<file path="src/mfmd_pkg.sv">
// Package for the motor feedback multi-turn decoder.
// Holds the frame constants, the queue sizing and the item type passed from front to back.
// No dependencies.
package mfmd_pkg;

    localparam int unsigned DEG_PER_TURN       = 360;
    localparam int unsigned ANGLE_PER_TURN_Q16 = 23592960;
    localparam int unsigned COUNTS_PER_TURN    = 65535;
    localparam int          WRAP_STEP          = 32768;

    localparam int unsigned ANGLE_W  = 57;
    localparam int unsigned SCALED_W = 47;
    localparam int unsigned GAIN_W   = 32;

    localparam logic signed [GAIN_W-1:0] SPEED_GAIN_RESET = 32'sd10923;

    localparam int unsigned QUEUE_DEPTH = 2;
    localparam int unsigned QUEUE_AW    = $clog2(QUEUE_DEPTH);
    localparam int unsigned QUEUE_CW    = $clog2(QUEUE_DEPTH + 1);

    typedef struct packed {
        logic signed [7:0]  temperature;
        logic signed [15:0] torque_current;
        logic signed [15:0] rot_speed;
        logic [15:0]        encoder_count;
        logic signed [31:0] turn_count;
    } frame_t;

endpackage

</file>
<file path="src/mfmd_if.sv">
// Handshake interfaces for the decoder's frame input and result output.
// Uses the widths from mfmd_pkg.
interface mfmd_in_if;
    logic       valid;
    logic       ready;
    logic [7:0] temp_byte;
    logic [7:0] torque_low;
    logic [7:0] torque_high;
    logic [7:0] speed_low;
    logic [7:0] speed_high;
    logic [7:0] enc_low;
    logic [7:0] enc_high;

    modport source (
        output valid, temp_byte, torque_low, torque_high, speed_low, speed_high,
               enc_low, enc_high,
        input  ready
    );
    modport sink (
        input  valid, temp_byte, torque_low, torque_high, speed_low, speed_high,
               enc_low, enc_high,
        output ready
    );
endinterface

interface mfmd_out_if;
    logic                                 valid;
    logic                                 ready;
    logic signed [7:0]                    temperature;
    logic signed [15:0]                   torque_current;
    logic signed [15:0]                   rot_speed;
    logic [15:0]                          encoder_count;
    logic signed [31:0]                   turn_count;
    logic signed [mfmd_pkg::ANGLE_W-1:0]  multi_angle_q16;
    logic signed [mfmd_pkg::SCALED_W-1:0] speed_scaled_q16;

    modport source (
        output valid, temperature, torque_current, rot_speed, encoder_count, turn_count,
               multi_angle_q16, speed_scaled_q16,
        input  ready
    );
    modport sink (
        input  valid, temperature, torque_current, rot_speed, encoder_count, turn_count,
               multi_angle_q16, speed_scaled_q16,
        output ready
    );
endinterface

</file>
<file path="src/mfmd_front.sv">
// Front end: accepts frames, unpacks the fields and tracks encoder wraps into the turn count.
// Depends on mfmd_pkg and mfmd_in_if.
module mfmd_front (
    input  logic             clk,
    input  logic             rst_n,
    mfmd_in_if.sink          frame,
    input  logic             q_full,
    output logic             q_push,
    output mfmd_pkg::frame_t q_data
);

    logic               seen_reg;
    logic [15:0]        prev_reg;
    logic signed [31:0] turns_reg;
    logic signed [31:0] turns_next;
    logic [15:0]        raw;
    logic signed [16:0] diff;

    assign raw         = {frame.enc_high, frame.enc_low};
    assign diff        = $signed({1'b0, raw}) - $signed({1'b0, prev_reg});
    assign frame.ready = !q_full;
    assign q_push      = frame.valid && !q_full;

    always_comb
    begin
        turns_next = turns_reg;
        priority if (!seen_reg)
        begin
            turns_next = '0;
        end
        else if (diff > 17'(mfmd_pkg::WRAP_STEP))
        begin
            turns_next = turns_reg - 32'sd1;
        end
        else if (diff < -17'(mfmd_pkg::WRAP_STEP))
        begin
            turns_next = turns_reg + 32'sd1;
        end
    end

    always_comb
    begin
        q_data.temperature    = $signed(frame.temp_byte);
        q_data.torque_current = $signed({frame.torque_high, frame.torque_low});
        q_data.rot_speed      = $signed({frame.speed_high, frame.speed_low});
        q_data.encoder_count  = raw;
        q_data.turn_count     = turns_next;
    end

    always_ff @(posedge clk or negedge rst_n)
    begin
        if (!rst_n)
        begin
            seen_reg  <= 1'b0;
            prev_reg  <= '0;
            turns_reg <= '0;
        end
        else if (q_push)
        begin
            seen_reg  <= 1'b1;
            prev_reg  <= raw;
            turns_reg <= turns_next;
        end
    end

endmodule

</file>
<file path="src/mfmd_queue.sv">
// Two-entry queue that decouples the front end from the arithmetic back end.
// Depends on mfmd_pkg.
module mfmd_queue (
    input  logic             clk,
    input  logic             rst_n,
    input  logic             push,
    input  mfmd_pkg::frame_t wdata,
    output logic             full,
    input  logic             pop,
    output logic             empty,
    output mfmd_pkg::frame_t rdata
);

    mfmd_pkg::frame_t                   entry_reg [mfmd_pkg::QUEUE_DEPTH];
    logic [mfmd_pkg::QUEUE_AW-1:0]      wr_ptr_reg;
    logic [mfmd_pkg::QUEUE_AW-1:0]      rd_ptr_reg;
    logic [mfmd_pkg::QUEUE_CW-1:0]      count_reg;
    logic [mfmd_pkg::QUEUE_CW-1:0]      count_next;

    assign full  = (count_reg == mfmd_pkg::QUEUE_CW'(mfmd_pkg::QUEUE_DEPTH));
    assign empty = (count_reg == '0);
    assign rdata = entry_reg[rd_ptr_reg];

    always_comb
    begin
        count_next = count_reg;
        unique case ({push, pop})
            2'b10:   count_next = count_reg + 1'b1;
            2'b01:   count_next = count_reg - 1'b1;
            default: count_next = count_reg;
        endcase
    end

    always_ff @(posedge clk or negedge rst_n)
    begin
        if (!rst_n)
        begin
            wr_ptr_reg <= '0;
            rd_ptr_reg <= '0;
            count_reg  <= '0;
        end
        else
        begin
            count_reg <= count_next;
            if (push)
            begin
                wr_ptr_reg <= wr_ptr_reg + 1'b1;
            end
            if (pop)
            begin
                rd_ptr_reg <= rd_ptr_reg + 1'b1;
            end
        end
    end

    always_ff @(posedge clk)
    begin
        if (push)
        begin
            entry_reg[wr_ptr_reg] <= wdata;
        end
    end

endmodule

</file>
<file path="src/mfmd_back.sv">
// Back end: computes the multi-turn angle and the scaled speed and holds the result register.
// Depends on mfmd_pkg and mfmd_out_if.
module mfmd_back (
    input  logic                                 clk,
    input  logic                                 rst_n,
    input  logic                                 q_empty,
    input  mfmd_pkg::frame_t                     q_data,
    output logic                                 q_pop,
    input  logic signed [mfmd_pkg::GAIN_W-1:0]   gain,
    mfmd_out_if.source                           result
);

    logic [24:0]                          deg_raw;
    logic [8:0]                           quot;
    logic [16:0]                          rem;
    logic [8:0]                           quot_fixed;
    logic [24:0]                          frac;
    logic signed [40:0]                   turn_deg;
    logic signed [mfmd_pkg::ANGLE_W-1:0]  angle;
    logic signed [47:0]                   product;

    logic                                 valid_reg;
    mfmd_pkg::frame_t                     item_reg;
    logic signed [mfmd_pkg::ANGLE_W-1:0]  angle_reg;
    logic signed [mfmd_pkg::SCALED_W-1:0] scaled_reg;

    // The fraction of a turn is raw*360*65536/65535, written as p + floor(p/65535)
    // with p = raw*360.
    assign deg_raw    = 25'(q_data.encoder_count) * 25'(mfmd_pkg::DEG_PER_TURN);
    assign quot       = deg_raw[24:16];
    assign rem        = {1'b0, deg_raw[15:0]} + {8'b0, quot};
    assign quot_fixed = (rem >= 17'(mfmd_pkg::COUNTS_PER_TURN)) ? quot + 9'd1 : quot;
    assign frac       = deg_raw + 25'(quot_fixed);

    assign turn_deg = 41'(q_data.turn_count) * 41'sd360;
    assign angle    = $signed({turn_deg, 16'b0}) + $signed({32'b0, frac});
    assign product  = 48'(q_data.rot_speed) * 48'(gain);

    assign q_pop = !q_empty && (!valid_reg || result.ready);

    always_ff @(posedge clk or negedge rst_n)
    begin
        if (!rst_n)
        begin
            valid_reg <= 1'b0;
        end
        else if (q_pop)
        begin
            valid_reg <= 1'b1;
        end
        else if (result.ready)
        begin
            valid_reg <= 1'b0;
        end
    end

    always_ff @(posedge clk)
    begin
        if (q_pop)
        begin
            item_reg   <= q_data;
            angle_reg  <= angle;
            scaled_reg <= product[mfmd_pkg::SCALED_W-1:0];
        end
    end

    assign result.valid            = valid_reg;
    assign result.temperature      = item_reg.temperature;
    assign result.torque_current   = item_reg.torque_current;
    assign result.rot_speed        = item_reg.rot_speed;
    assign result.encoder_count    = item_reg.encoder_count;
    assign result.turn_count       = item_reg.turn_count;
    assign result.multi_angle_q16  = angle_reg;
    assign result.speed_scaled_q16 = scaled_reg;

endmodule

</file>
<file path="src/motor_feedback_multiturn_decoder.sv">
// Top level of the motor feedback multi-turn decoder.
// Depends on mfmd_pkg, mfmd_if, mfmd_front, mfmd_queue and mfmd_back.
//
// The frame channel takes bytes 1 to 7 of one feedback frame as an item; the result
// channel returns one item per frame with the unpacked fields, the turn count, the
// multi-turn angle in Q16 degrees and the speed scaled by the gain register.
// An accepted frame is written into the queue, and the back end takes it from the
// queue into the output register. One item can be accepted on every cycle while
// the queue is not full; the front end tracks turns, and the back end does two
// constant multiplies for the angle and one 16 by 32 bit multiply for the speed.
// A two-entry queue separates the two halves, and the result is held in an output
// register. When the receiver stalls, the result holds, the queue fills and frame
// ready drops once both queue entries are taken.
// Reset clears the turn tracking, so the first frame after reset sets the turn count
// to zero, and loads the gain with its default of 10923. The gain must be written
// via cfg_we and cfg_data only while no item is in flight, unchecked by the block.
module motor_feedback_multiturn_decoder (
    input  logic                               clk,
    input  logic                               rst_n,
    mfmd_in_if.sink                            frame,
    mfmd_out_if.source                         result,
    input  logic                               cfg_we,
    input  logic signed [mfmd_pkg::GAIN_W-1:0] cfg_data
);

    logic                               q_push;
    logic                               q_full;
    logic                               q_pop;
    logic                               q_empty;
    mfmd_pkg::frame_t                   q_wdata;
    mfmd_pkg::frame_t                   q_rdata;
    logic signed [mfmd_pkg::GAIN_W-1:0] gain_reg;

    always_ff @(posedge clk or negedge rst_n)
    begin
        if (!rst_n)
        begin
            gain_reg <= mfmd_pkg::SPEED_GAIN_RESET;
        end
        else if (cfg_we)
        begin
            gain_reg <= cfg_data;
        end
    end

    mfmd_front u_front (
        .clk    (clk),
        .rst_n  (rst_n),
        .frame  (frame),
        .q_full (q_full),
        .q_push (q_push),
        .q_data (q_wdata)
    );

    mfmd_queue u_queue (
        .clk   (clk),
        .rst_n (rst_n),
        .push  (q_push),
        .wdata (q_wdata),
        .full  (q_full),
        .pop   (q_pop),
        .empty (q_empty),
        .rdata (q_rdata)
    );

    mfmd_back u_back (
        .clk     (clk),
        .rst_n   (rst_n),
        .q_empty (q_empty),
        .q_data  (q_rdata),
        .q_pop   (q_pop),
        .gain    (gain_reg),
        .result  (result)
    );

endmodule

</file>
<file path="src/flat_wrapper.sv">
// flat-port wrapper written by rule: the top's interface ports become plain ports
module motor_feedback_multiturn_decoder_flat 
  (clk, rst_n, cfg_we, cfg_data, frame_valid, frame_temp_byte, frame_torque_low, frame_torque_high, frame_speed_low, frame_speed_high, frame_enc_low, frame_enc_high, frame_ready, result_valid, result_temperature, result_torque_current, result_rot_speed, result_encoder_count, result_turn_count, result_multi_angle_q16, result_speed_scaled_q16, result_ready);
  mfmd_in_if frame_i ();
  mfmd_out_if result_i ();
  input  logic clk;
  input  logic rst_n;
  input  logic cfg_we;
  input  logic signed [mfmd_pkg::GAIN_W-1:0] cfg_data;
  input wire logic [$bits(frame_i.valid)-1:0] frame_valid;
  input wire logic [$bits(frame_i.temp_byte)-1:0] frame_temp_byte;
  input wire logic [$bits(frame_i.torque_low)-1:0] frame_torque_low;
  input wire logic [$bits(frame_i.torque_high)-1:0] frame_torque_high;
  input wire logic [$bits(frame_i.speed_low)-1:0] frame_speed_low;
  input wire logic [$bits(frame_i.speed_high)-1:0] frame_speed_high;
  input wire logic [$bits(frame_i.enc_low)-1:0] frame_enc_low;
  input wire logic [$bits(frame_i.enc_high)-1:0] frame_enc_high;
  output wire logic [$bits(frame_i.ready)-1:0] frame_ready;
  output wire logic [$bits(result_i.valid)-1:0] result_valid;
  output wire logic [$bits(result_i.temperature)-1:0] result_temperature;
  output wire logic [$bits(result_i.torque_current)-1:0] result_torque_current;
  output wire logic [$bits(result_i.rot_speed)-1:0] result_rot_speed;
  output wire logic [$bits(result_i.encoder_count)-1:0] result_encoder_count;
  output wire logic [$bits(result_i.turn_count)-1:0] result_turn_count;
  output wire logic [$bits(result_i.multi_angle_q16)-1:0] result_multi_angle_q16;
  output wire logic [$bits(result_i.speed_scaled_q16)-1:0] result_speed_scaled_q16;
  input wire logic [$bits(result_i.ready)-1:0] result_ready;
  assign frame_i.valid = frame_valid;
  assign frame_i.temp_byte = frame_temp_byte;
  assign frame_i.torque_low = frame_torque_low;
  assign frame_i.torque_high = frame_torque_high;
  assign frame_i.speed_low = frame_speed_low;
  assign frame_i.speed_high = frame_speed_high;
  assign frame_i.enc_low = frame_enc_low;
  assign frame_i.enc_high = frame_enc_high;
  assign frame_ready = frame_i.ready;
  assign result_valid = result_i.valid;
  assign result_temperature = result_i.temperature;
  assign result_torque_current = result_i.torque_current;
  assign result_rot_speed = result_i.rot_speed;
  assign result_encoder_count = result_i.encoder_count;
  assign result_turn_count = result_i.turn_count;
  assign result_multi_angle_q16 = result_i.multi_angle_q16;
  assign result_speed_scaled_q16 = result_i.speed_scaled_q16;
  assign result_i.ready = result_ready;
  motor_feedback_multiturn_decoder u_core (.clk(clk), .rst_n(rst_n), .frame(frame_i), .result(result_i), .cfg_we(cfg_we), .cfg_data(cfg_data));
endmodule
</file>
<file path="config.mk">
export PLATFORM = sky130hd
export DESIGN_NAME = motor_feedback_multiturn_decoder_flat
export DESIGN_NICKNAME = d
export VERILOG_FILES = /design/src/mfmd_pkg.sv /design/src/mfmd_if.sv /design/src/mfmd_front.sv /design/src/mfmd_queue.sv /design/src/mfmd_back.sv /design/src/motor_feedback_multiturn_decoder.sv /design/src/flat_wrapper.sv
export SDC_FILE = /design/constraint.sdc
export NUM_CORES = 2
export LEC_CHECK = 0
export BUFFER_PORTS_ARGS = -buffer_cell sky130_fd_sc_hd__buf_2
export CAP_MARGIN = 10
export CORE_MARGIN = 2
export CORE_UTILIZATION = 51
export CTS_BUF_LIST = sky130_fd_sc_hd__clkbuf_2
export DETAILED_ROUTE_END_ITERATION = 8
export GPL_ROUTABILITY_DRIVEN = 1
export GPL_TIMING_DRIVEN = 1
export PLACE_DENSITY = 0.71
export SLEW_MARGIN = 20
export SYNTH_ARGS = -nofsm -noshare
export SYNTH_HDL_FRONTEND = slang
export SYNTH_HIERARCHICAL = 1
export SYNTH_SLANG_ARGS = --single-unit
</file>
<file path="constraint.sdc">
create_clock -name clk -period 15.8 [get_ports clk]
set_input_delay 0.79 -clock clk [delete_from_list [all_inputs] [get_ports clk]]
set_output_delay 0.79 -clock clk [all_outputs]
set_load 0.02 [all_outputs]
</file>
==> flow_metrics.py <==
metrics = {
    "run_status": {
        "outcome": "finished, final reports clean",
    },
    "cts": {
        "cts_tree": "done",
        "clock-sinks": 454,
        "insertion_delay_ps": 1320,
        "cts_buffers": 117,
        "cts_max_level": 3,
        "root_buffer": "clkbuf_2",
        "post_cts_buffers": 0,
        "clk_pin_slew_ps": 140,
        "clock_path_buffers": 3,
    },
    "timing": {
        "finalSetupTns_ps": 0,
        "relSlewSlack": 0.243,
        "finalCritPeriodShare": 0.788,
        "fin_worst_skew_ps": 153,
        "hold_viol_final": 0,
        "setup_slack_ps": 3340,
        "worst_pin_slew_ps": 1130,
        "rsz0062_at_grt": "false",
        "post-route-min-period_ps": 12460,
        "drv_slew": 0,
        "setup_viol": 0,
        "fmax_mhz": 80.3,
    },
    "critical_path": {
        "required_ps": 16840,
        "cp.arrival_ps": 13500,
        "cpMostUsedCell": "a21oi_1",
        "ff2ff_path_depth": 49,
        "end_kind": "flip-flop",
        "slowest_stage": "dfrtp_4",
        "max_stage_delay_ps": 1010,
        "reg2reg_slack_ps": 3340,
        "start_kind": "flip-flop",
        "crit_family": "compound AO/OA/AOI/OAI gates",
        "critPathMaxFanout": 57,
        "path_class": "reg2reg",
        "worst_r2r_endpoint": "u_core/u_back/result.multi_angle_q16[51]",
        "path_buf_inv": 4,
        "reg2reg_from": "u_core/u_queue/rd_ptr_reg",
    },
    "routing": {
        "vias_per_cell": 5.39,
        "ant_nets": 0,
        "first_pass_iters": 5,
        "drc": 0,
        "wire_per_inst_um": 18.4,
        "vias": 31681,
        "drt-initial-drc-count": 2063,
        "routed_wl_um": 108000,
    },
    "die": {
        "die_x_um": 301,
        "die-area_um2": 90500,
        "start_util": 0.516,
        "pin_count": 287,
        "coreArea_um2": 87000,
        "rows": 108,
        "die_h_um": 301,
    },
    "layout": {
        "drive_gt1_frac": 0.143,
        "multi_input_comb_area_um2": 27600,
        "fin_area_um2": 49000,
        "largest_reg_flops": 176,
        "fin_nets": 5576,
        "fill_cells": 7526,
        "finish.utilization": 0.563,
        "area_growth_syn_to_layout_pct": 9.12,
        "regArea_um2": 13200,
    },
    "place": {
        "place_area_um2": 46900,
        "pre_cts_ws_ps": 3440,
        "port_buffers": 286,
        "hpwl_um": 79000,
        "place.gp.congestion": 0.877,
    },
    "synthesis": {
        "syn_area_um2": 44900,
        "ys_ff_latch": 454,
        "seq_area_frac_synth": 0.294,
        "synth_top_area_share": 0.251,
        "yosys_warnings": 6,
        "yosysUniqueCellTypes": 99,
        "synth.most_common_cell": "inv_1",
        "synth_cells": 4320,
        "yosys.area.top_type": "fa_1",
        "synth_area_leaders": "fa_1 (25%), edfxtp_1 (25%), ha_1 (8.2%)",
        "syn_nets": 5273,
        "yosys_most_used_dff": "edfxtp_1",
        "synth-edff-count": 368,
        "async_flop_share": 0.189,
        "synth_area_per_cell_um2": 10.4,
        "synth_common_cells": "inv_1 (791), fa_1 (564), nand2_1 (444)",
    },
    "grt": {
        "grt_overflow": 0,
        "grt_max_degree": 135,
        "grt_pass1_wl_um": 175000,
        "grt_usage": 0.245,
        "antenna_found_initial": 5,
        "first_global_vias": 33261,
    },
    "min_path": {
        "min_to": "u_core/u_queue/entry_reg[0][86]",
        "hp-start": "frame_temp_byte[6]",
        "whs_path_depth": 2,
        "min_path_type": "in2reg",
    },
    "run": {
        "cap_violations": 0,
    },
}
## metal layers
layer	vias up	share of wire	GRT usage
li1	14702	-	-
met2	1051	0.48	0.405
met5	-	0.00019	0
met4	4	0.026	0.0757
met1	15748	0.43	0.326
met3	176	0.073	0.0514
## through the flow
stage	std cells	hold WS (ps)
6_report	5880	213
5_1_grt	5880	84.7
4_1_cts	5877	18.8
3_5_place_dp	5566	515
3_3_place_gp	5566	475
2_1_floorplan	4320	454
## how the worst max path moves through the flow
stage / start / endpoint / slack (ps) / cells past startpoint
finish: u_core/u_queue/rd_ptr_reg / u_core/u_back/result.multi_angle_q16[51] / 3340 / 49
global route: u_core/u_queue/rd_ptr_reg / u_core/u_back/result.multi_angle_q16[51] / 2250 / 49
CTS: u_core/u_queue/rd_ptr_reg / u_core/u_back/result.multi_angle_q16[51] / 3330 / 49
detailed placement: u_core/u_queue/rd_ptr_reg / u_core/u_back/result.multi_angle_q16[51] / 3440 / 49
global placement: u_core/u_queue/rd_ptr_reg / u_core/u_back/result.multi_angle_q16[53] / 3630 / 49
floorplan: result_ready / u_core/u_queue/count_reg[1] / 3990 / 5
## area by class of cell
cell class	instances	share of cell area
inverters	792	0.0606
clock buffers	166	0.0169
well taps	1155	0.0295
flip-flops and latches	454	0.270
repair buffers	406	0.0528
multi-input cells	2852	0.563
diodes	3	0.000153
clock inverters	52	0.00732
## repair_timing
action / in CTS / in global routing
gates resized for setup: 0 / 0
hold buffers: 93 / 0
hold endpoints to repair: 194 / 0
## layout by cell type (no fill, tap or decap), drive strengths merged, types with 16 or more instances in the layout
cell type / synthesis / layout
o211ai: 16 / 16
nor2: 147 / 147
clkbuf: 137 / 166
dfrtp: 78 / 78
clkinv: 1 / 43
nor4: 18 / 18
buf: 85 / 314
o21ai: 95 / 95
xor2: 71 / 71
xnor2: 123 / 123
mux2: 123 / 123
nor3: 50 / 50
nand2b: 52 / 52
ha: 296 / 296
or3: 25 / 25
inv: 791 / 796
o21a: 17 / 17
nor2b: 22 / 22
fa: 564 / 564
and3: 40 / 40
and2: 202 / 202
a21oi: 112 / 112
dlygate4sd3: 0 / 92
a31oi: 37 / 37
a21o: 58 / 58
nand4: 34 / 34
nand3: 77 / 77
edfxtp: 368 / 368
nand2: 444 / 444
## logic make-up (layout without fill, tap and decap cells)
kind of cell | Yosys count | count (layout) | share of synthesized area
buf+inv | 1014 | 1416 | 0.0921
fa+ha+maj | 860 | 860 | 0.334
compound gates | 496 | 496 | 0.0768
xor+xnor | 194 | 194 | 0.0378
mux | 130 | 130 | 0.0357
flops | 454 | 454 | 0.294
other cells | 0 | 3 | 0
simple gates | 1172 | 1172 | 0.130
Power is left out: the tool's default activity adds up to more than one toggle a clock period on the data nets, which glitch-free logic cannot reach.
